## config.mk

```make
export PLATFORM = sky130hd
export DESIGN_NAME = ipv4_text_address_parser_unit
export DESIGN_NICKNAME = d
export VERILOG_FILES = /design/src/sv/ipv4tp_pkg.sv /design/src/sv/ipv4tp_step.sv /design/src/sv/ipv4_text_address_parser_unit.sv
export SDC_FILE = /design/constraint.sdc
export NUM_CORES = 1
export LEC_CHECK = 0
export ABC_AREA = 1
export BUFFER_PORTS_ARGS = -buffer_cell sky130_fd_sc_hd__buf_2
export CORE_AREA = 4 4 161 163
export DETAILED_ROUTE_END_ITERATION = 8
export DIE_AREA = 0 0 165 167
export GPL_TIMING_DRIVEN = 1
export PLACE_DENSITY_LB_ADDON = 0.15
export SYNTH_ARGS = -nofsm -noshare
export SYNTH_HDL_FRONTEND = slang
export SYNTH_SLANG_ARGS = --single-unit
```

## constraint.sdc

```tcl
create_clock -name clk -period 10.1 [get_ports clk]
set_input_delay 1.01 -clock clk [delete_from_list [all_inputs] [get_ports clk]]
set_output_delay 1.01 -clock clk [all_outputs]
set_load 0.01 [all_outputs]
```

## src/sv/ipv4tp_pkg.sv

```systemverilog
// Shared types and constants of the IPv4 text address parser.
// Depends on nothing; used by ipv4tp_step and ipv4_text_address_parser_unit.
`default_nettype none

package ipv4tp_pkg;

  typedef enum logic [2:0] {
    PH_EXPECT = 3'd0,
    PH_ZERO   = 3'd1,
    PH_NUMBER = 3'd2,
    PH_TRAIL  = 3'd3,
    PH_FAIL   = 3'd4
  } phase_t;

  typedef enum logic [1:0] {
    RADIX_DEC = 2'd0,
    RADIX_OCT = 2'd1,
    RADIX_HEX = 2'd2
  } radix_t;

  localparam logic [7:0] CH_NUL   = 8'h00;
  localparam logic [7:0] CH_TAB   = 8'h09;
  localparam logic [7:0] CH_CR    = 8'h0D;
  localparam logic [7:0] CH_SPACE = 8'h20;
  localparam logic [7:0] CH_DOT   = 8'h2E;
  localparam logic [7:0] CH_0     = 8'h30;
  localparam logic [7:0] CH_1     = 8'h31;
  localparam logic [7:0] CH_9     = 8'h39;
  localparam logic [7:0] CH_UA    = 8'h41;
  localparam logic [7:0] CH_UF    = 8'h46;
  localparam logic [7:0] CH_UX    = 8'h58;
  localparam logic [7:0] CH_LA    = 8'h61;
  localparam logic [7:0] CH_LF    = 8'h66;
  localparam logic [7:0] CH_LX    = 8'h78;

  typedef struct packed {
    phase_t      phase;
    logic [31:0] acc;
    logic        too_big;
    radix_t      radix;
    logic [1:0]  parts_done;
    logic [7:0]  part0;
    logic [15:0] part1;
    logic [23:0] part2;
  } parser_state_t;

  typedef struct packed {
    logic        valid_res;
    logic [31:0] address;
    logic [2:0]  part_count;
  } parse_result_t;

  localparam parser_state_t STATE_RESET = '{
    phase: PH_EXPECT, acc: 32'd0, too_big: 1'b0, radix: RADIX_DEC,
    parts_done: 2'd0, part0: 8'd0, part1: 16'd0, part2: 24'd0
  };

endpackage

`default_nettype wire

```

## src/sv/ipv4tp_step.sv

```systemverilog
// Next-state and result logic for one character or terminator word.
// Depends on ipv4tp_pkg.
`default_nettype none

module ipv4tp_step
  import ipv4tp_pkg::*;
(
  input  parser_state_t st,
  input  logic [7:0]    ch,
  input  logic          is_end,
  output parser_state_t st_next,
  output parse_result_t res
);

  function automatic parser_state_t number_char(input parser_state_t s,
                                                input logic [7:0] c);
    parser_state_t r;
    logic          is_dec;
    logic          is_hl;
    logic          is_hu;
    logic [3:0]    dval;
    logic [35:0]   prod;
    logic [35:0]   sum;
    r      = s;
    is_dec = (c >= CH_0) && (c <= CH_9);
    is_hl  = (s.radix == RADIX_HEX) && (c >= CH_LA) && (c <= CH_LF);
    is_hu  = (s.radix == RADIX_HEX) && (c >= CH_UA) && (c <= CH_UF);
    if (is_dec) begin
      dval = 4'(c - CH_0);
    end else if (is_hl) begin
      dval = 4'(c - CH_LA + 8'd10);
    end else begin
      dval = 4'(c - CH_UA + 8'd10);
    end
    case (s.radix)
      RADIX_HEX: prod = {s.acc, 4'b0000};
      RADIX_OCT: prod = {1'b0, s.acc, 3'b000};
      default:   prod = {1'b0, s.acc, 3'b000} + {3'b000, s.acc, 1'b0};
    endcase
    sum = prod + {32'd0, dval};
    if (is_dec || is_hl || is_hu) begin
      r.acc     = sum[31:0];
      r.too_big = s.too_big | (|sum[35:32]);
      r.phase   = PH_NUMBER;
    end else if (c == CH_DOT) begin
      if (s.parts_done == 2'd3) begin
        r.phase = PH_FAIL;
      end else begin
        case (s.parts_done)
          2'd0:    r.part0 = s.acc[7:0];
          2'd1:    r.part1 = s.acc[15:0];
          default: r.part2 = s.acc[23:0];
        endcase
        r.parts_done = s.parts_done + 2'd1;
        r.acc        = 32'd0;
        r.too_big    = 1'b0;
        r.radix      = RADIX_DEC;
        r.phase      = PH_EXPECT;
      end
    end else if (c == CH_NUL || c == CH_SPACE || (c >= CH_TAB && c <= CH_CR)) begin
      r.phase = PH_TRAIL;
    end else begin
      r.phase = PH_FAIL;
    end
    return r;
  endfunction

  parser_state_t zs;
  logic [2:0]    n;
  logic          ok;
  logic [31:0]   v;

  always_comb begin
    st_next = st;
    res     = '0;
    zs      = st;
    n       = {1'b0, st.parts_done} + 3'd1;
    ok      = 1'b1;
    v       = st.acc;
    if (!is_end) begin
      unique case (st.phase)
        PH_EXPECT: begin
          if (ch == CH_0) begin
            st_next.acc     = 32'd0;
            st_next.too_big = 1'b0;
            st_next.phase   = PH_ZERO;
          end else if (ch >= CH_1 && ch <= CH_9) begin
            st_next.acc     = {24'd0, ch - CH_0};
            st_next.too_big = 1'b0;
            st_next.radix   = RADIX_DEC;
            st_next.phase   = PH_NUMBER;
          end else begin
            st_next.phase = PH_FAIL;
          end
        end
        PH_ZERO: begin
          if (ch == CH_LX || ch == CH_UX) begin
            st_next.radix = RADIX_HEX;
            st_next.phase = PH_NUMBER;
          end else begin
            zs.radix = RADIX_OCT;
            st_next  = number_char(zs, ch);
          end
        end
        PH_NUMBER: st_next = number_char(st, ch);
        PH_TRAIL:  st_next = st;
        default:   st_next.phase = PH_FAIL;
      endcase
    end else begin
      st_next = STATE_RESET;
      if (st.phase == PH_ZERO || st.phase == PH_NUMBER || st.phase == PH_TRAIL) begin
        case (n)
          3'd2: begin
            ok = !st.too_big && (st.acc[31:24] == 8'd0);
            v  = st.acc | {st.part0, 24'd0};
          end
          3'd3: begin
            ok = !st.too_big && (st.acc[31:16] == 16'd0);
            v  = st.acc | {st.part0, 24'd0} | {st.part1, 16'd0};
          end
          3'd4: begin
            ok = !st.too_big && (st.acc[31:8] == 24'd0);
            v  = st.acc | {st.part0, 24'd0} | {st.part1, 16'd0} | {st.part2, 8'd0};
          end
          default: begin
            ok = 1'b1;
            v  = st.acc;
          end
        endcase
        res.valid_res  = ok;
        res.address    = ok ? v : 32'd0;
        res.part_count = n;
      end
    end
  end

endmodule

`default_nettype wire

```

## src/sv/ipv4_text_address_parser_unit.sv

```systemverilog
// IPv4 text address parser, top level: input register, parse state, result register.
// Depends on ipv4tp_pkg and ipv4tp_step.
//
// Usage:
//   Input channel (char_valid / char_stall) carries one word per character of
//   the address string in ch with is_end low; a word with is_end high ends the
//   string, and ch is ignored on it.
//   Output channel (res_valid / res_stall) carries one result word per
//   terminator: valid_res, address (first part in the top byte, 0 if invalid)
//   and part_count (0 when parsing failed before the final range check).
//   Throughput: one word per cycle on the input channel, no bubbles while the
//   output side keeps up.
//   An accepted terminator passes the input register, then the result register.
//   The parse state is one register set updated by one step of logic per word.
//   Stall: character words keep flowing while a result waits; a terminator
//   waits in the input register until the result register is free, and
//   char_stall rises for that time.
//   Reset: clears both registers' valid flags and returns the parse state to
//   "expect first digit"; after every terminator the parse state restarts too.
`default_nettype none

module ipv4_text_address_parser_unit
  import ipv4tp_pkg::*;
(
  input  logic        clk,
  input  logic        rst,
  input  logic        char_valid,
  output logic        char_stall,
  input  logic [7:0]  ch,
  input  logic        is_end,
  output logic        res_valid,
  input  logic        res_stall,
  output logic        valid_res,
  output logic [31:0] address,
  output logic [2:0]  part_count
);

  logic          in_full;
  logic [7:0]    in_ch;
  logic          in_end;
  parser_state_t st;
  parser_state_t st_next;
  parse_result_t res_next;
  logic          out_free;
  logic          proc;

  ipv4tp_step u_step (
    .st      (st),
    .ch      (in_ch),
    .is_end  (in_end),
    .st_next (st_next),
    .res     (res_next)
  );

  assign out_free   = !res_valid || !res_stall;
  assign proc       = in_full && (!in_end || out_free);
  assign char_stall = in_full && !proc;

  always_ff @(posedge clk) begin
    if (rst) begin
      in_full   <= 1'b0;
      res_valid <= 1'b0;
      st        <= STATE_RESET;
    end else begin
      if (!char_stall) begin
        in_full <= char_valid;
      end
      if (proc) begin
        st <= st_next;
      end
      if (proc && in_end) begin
        res_valid <= 1'b1;
      end else if (!res_stall) begin
        res_valid <= 1'b0;
      end
    end
  end

  always_ff @(posedge clk) begin
    if (char_valid && !char_stall) begin
      in_ch  <= ch;
      in_end <= is_end;
    end
    if (proc && in_end) begin
      valid_res  <= res_next.valid_res;
      address    <= res_next.address;
      part_count <= res_next.part_count;
    end
  end

  a_res_from_end: assert property (@(posedge clk) disable iff (rst)
    $rose(res_valid) |-> $past(in_full && in_end))
    else $error("result word without a terminator");

  a_invalid_zero: assert property (@(posedge clk) disable iff (rst)
    (res_valid && !valid_res) |-> (address == 32'd0))
    else $error("invalid result carries a nonzero address");

  a_valid_count: assert property (@(posedge clk) disable iff (rst)
    (res_valid && valid_res) |-> (part_count != 3'd0 && part_count <= 3'd4))
    else $error("valid result with bad part count");

  a_stall_full: assert property (@(posedge clk) disable iff (rst)
    char_stall |-> (in_full && in_end && res_valid && res_stall))
    else $error("input stalled without a blocked terminator");

  a_held_result: assert property (@(posedge clk) disable iff (rst)
    (res_valid && res_stall) |=> (res_valid && $stable(address)))
    else $error("stalled result word lost or changed");

endmodule

`default_nettype wire

```

==> results.md <==
* Result of the run: finished, final reports clean
* H-tree depth at 4
* Share of cells above drive strength 1 at 11.3%
* Warnings, synthesis at 0
* Hold buffer count at CTS at 0
* FF-to-FF setup slack at 5.72 ns
* CP required at 10.47 ns
* Worst path most repeated cell: inv_1
* Core area at 24300 sq um
* Yosys reg bits at 135
* Total track usage at 28.9%
* Cell count after synthesis at between 1500 and 2000
* Final Max Tran Viols at 0
* Max Root-Sink Buffers at 2
* Initial antenna violation count at 0
* Die W at 165 um
* FP Rows at 57
* Actual slew at the worst max-slew pin at roughly 1.2 ns
* Clock latency on the worst-skew pair at 0.45 ns
* Largest cells by area after synthesis: nand2_1, dfxtp_1, edfxtp_1, inv_1, a21oi_1
* Max cap viols at 0
* Final WS setup at about 5.7 ns
* Number of synthesized flops with an enable pin at 45
* ANT nets after route at 0
* Syn Area/Cell at 6.31 sq um
* Total CTS buffers at 17
* RSZ-0062 raised after global routing: false
* Hold path start: st[42]
* Setup crit end kind: flop
* Sequential power share at between 40 and 50%
* RD Place Congestion at 1.01
* Final instance area at 13000 sq um
* Worst r2r dst: st[84]
* Nets at 1972
* Slowest stage delay, CP at 0.49 ns
* Setup bufs post-CTS at 0
* Relative slew slack at between 10% and 20%
* Yosys cell types at 58
* Crit path launch type: flop
* Switch share at about a third
* Clock transition at path regs at about 0.060 ns
* Overflow after GRT at 0
* Hold EP: st[42]
* Final setup fails at 0
* WL/cell at 17.9 um
* Critical Path AT at 4.74 ns
* Clock skew at 0.0162 ns
* Crit Path Category: flop to flop
* Initial Util at 49.5%
* PD cells at 110 nW/um^2
* Die height at ~170 um
* Peak VDD IR at 0.105 mV
* Clock share of power at 43.2%
* HP Class: flop to flop
* Most frequent cell after synthesis: nand2_1
* DR DRC count at 0
* Hold Vio Cnt, Final at 0
* Tmin final at 4.38 ns
* Synth cell count leaders: nand2_1, inv_1, nor2_1, a21oi_1, nand3_1
* R2R cell count at 28
* Root buffer cell: clkbuf_16
* CTS Sinks at 135
* Crit Path Max Fanout at 6
* Starting DRC count in detailed routing at 1438
* Top cell type by total area after synthesis: nand2_1
* Hold depth at 2
* Largest net degree at the start of global routing at 75
* Combinational power share at 15.6%
* Async S/R FF share, synth at 0%
* CTS tree: yes
* First-pass GRT wire length at 63400 um
* Fin crit share at a little over two fifths
* Post-synth top area share at 16.6%
* Layout area overhead at 7.78%
* P_sw at around 0.00045 W
* I/O Buffers at 50
* DR pass1 iterations at 6
* CP startpoint: in_ch[0]
* Total number of vias at 12807
* Mapped cell area at 12000 sq um
* Antenna Cells at 0
* DP Worst Slack at a little under 6 ns
* Post-place instance area at 12400 sq um
* Wirelength, routed at around 40000 um
* Pint at 0.000977 W
* Ys flop type: dfxtp_1
* Crit-path slowest cell: edfxtp_1
* Via count of the first global-routing pass at 11458
* Die ar. at 27600 sq um
* Io pins at 51
* Fillcell total at 2469
* DP HPWL at 29700 um
* Max Clock Freq at 228 MHz
* Vias/cell at around 5.7
* Post-Synthesis Net Count at 1973
* Setup TNS at 0 ns
* R2r startpoint: in_ch[0]
* Register area share after synthesis at 26.2%
* Pleak at about 5.5 nW
* Cts repair resizes at 0
-- routing by layer --
| metal | vias to the layer above | wire [um] | track usage [%] |
|---|---|---|---|
| met5 | - | 0 | 0 |
| met4 | 0 | 1400 | 10.1 |
| met3 | 96 | 3310 | 4.23 |
| met2 | 593 | 17300 | 43.1 |
| met1 | 5852 | 18100 | 42.5 |
| li1 | 6266 | - | - |
-- final cells by class --
cell class / instances / area (sq um) / share of cell area [%]
clock buffers: 17 / 425 / 3.28
clock inverters: 15 / 143 / 1.10
inverters: 298 / 1120 / 8.64
multi-input cells: 1393 / 7390 / 57.0
flip-flops and latches: 135 / 3150 / 24.3
well taps: 324 / 405 / 3.13
repair buffers: 60 / 325 / 2.51
-- state kept, by name, indices dropped and copies added (netlist names) --
name / flops
st: 88
address: 32
in_ch: 8
part_count: 3
in_end: 1
in_full: 1
res_valid: 1
valid_res: 1
-- placed cells by master, fill, tap and decap left out, types with 4 or more instances in the layout --
cell / count
o22ai_1: 22
nand3_2: 11
dfxtp_1: 90
nand3_1: 103
a21oi_1: 147
nor4_1: 8
nand2_4: 4
xnor2_1: 5
xor2_1: 19
nor3_1: 27
inv_6: 5
nand2_1: 531
nand2_2: 36
a211oi_1: 29
o2111ai_1: 21
inv_2: 16
clkbuf_16: 17
or2_2: 4
a21oi_2: 4
buf_2: 50
o21ai_1: 15
a31oi_1: 18
o221ai_1: 18
edfxtp_1: 45
nor2_2: 18
ha_1: 52
o31ai_1: 4
nor2_4: 17
o21ai_0: 64
nor2_1: 156
buf_4: 10
nand4_1: 26
inv_1: 279
-- worst max path at each step --
stage	end	slack, ns
floorplan	st[52]	6.40
global placement	st[52]	5.94
detailed placement	st[52]	5.82
CTS	st[52]	5.80
global route	st[52]	5.30
finish	st[84]	5.72
-- per-stage QoR --
step | total power [W] | std cells | utilization [%] | hold WS, ns
floorplan | 0.000761 | 1906 | - | 0.430
global placement | 0.000814 | 2210 | 51.0 | 0.442
detailed placement | 0.000815 | 2210 | 51.0 | 0.447
CTS | 0.00142 | 2242 | 53.3 | 0.455
global route | 0.00148 | 2242 | 53.3 | 0.472
finish | 0.00142 | 2242 | 53.3 | 0.458
-- power groups by stage --
stage	sequential [W]	combinational (W)	clock, W
2_1_floorplan	0.000594	0.000167	0
3_3_place_gp	0.000598	0.000216	0
3_5_place_dp	0.000598	0.000217	0
4_1_cts	0.000586	0.000218	0.000618
5_1_grt	0.000588	0.000247	0.000643
6_report	0.000587	0.000222	0.000615
-- cell families after synthesis --
group                    share of synthesized area (%)
XOR/XNOR                                          1.75
AND/OR/NAND/NOR                                   36.0
flip-flops                                        26.2
AO/OA/AOI/OAI                                     17.9
adder cells (fa/ha/maj)                           5.74
buffers and inverters                             12.4
-- worst max-delay path, delay by kind of cell, from the launching register on --
family,cells,cell delay (ns)
buffers and inverters,5,0.49
and+or+nand+nor,14,1.78
adders and majority gates,3,0.59
DFF,1,0.49
AOI/OAI and AO/OA,5,0.83
xor gates and xnor gates,1,0.11
Power figures use the tool's default switching activity.
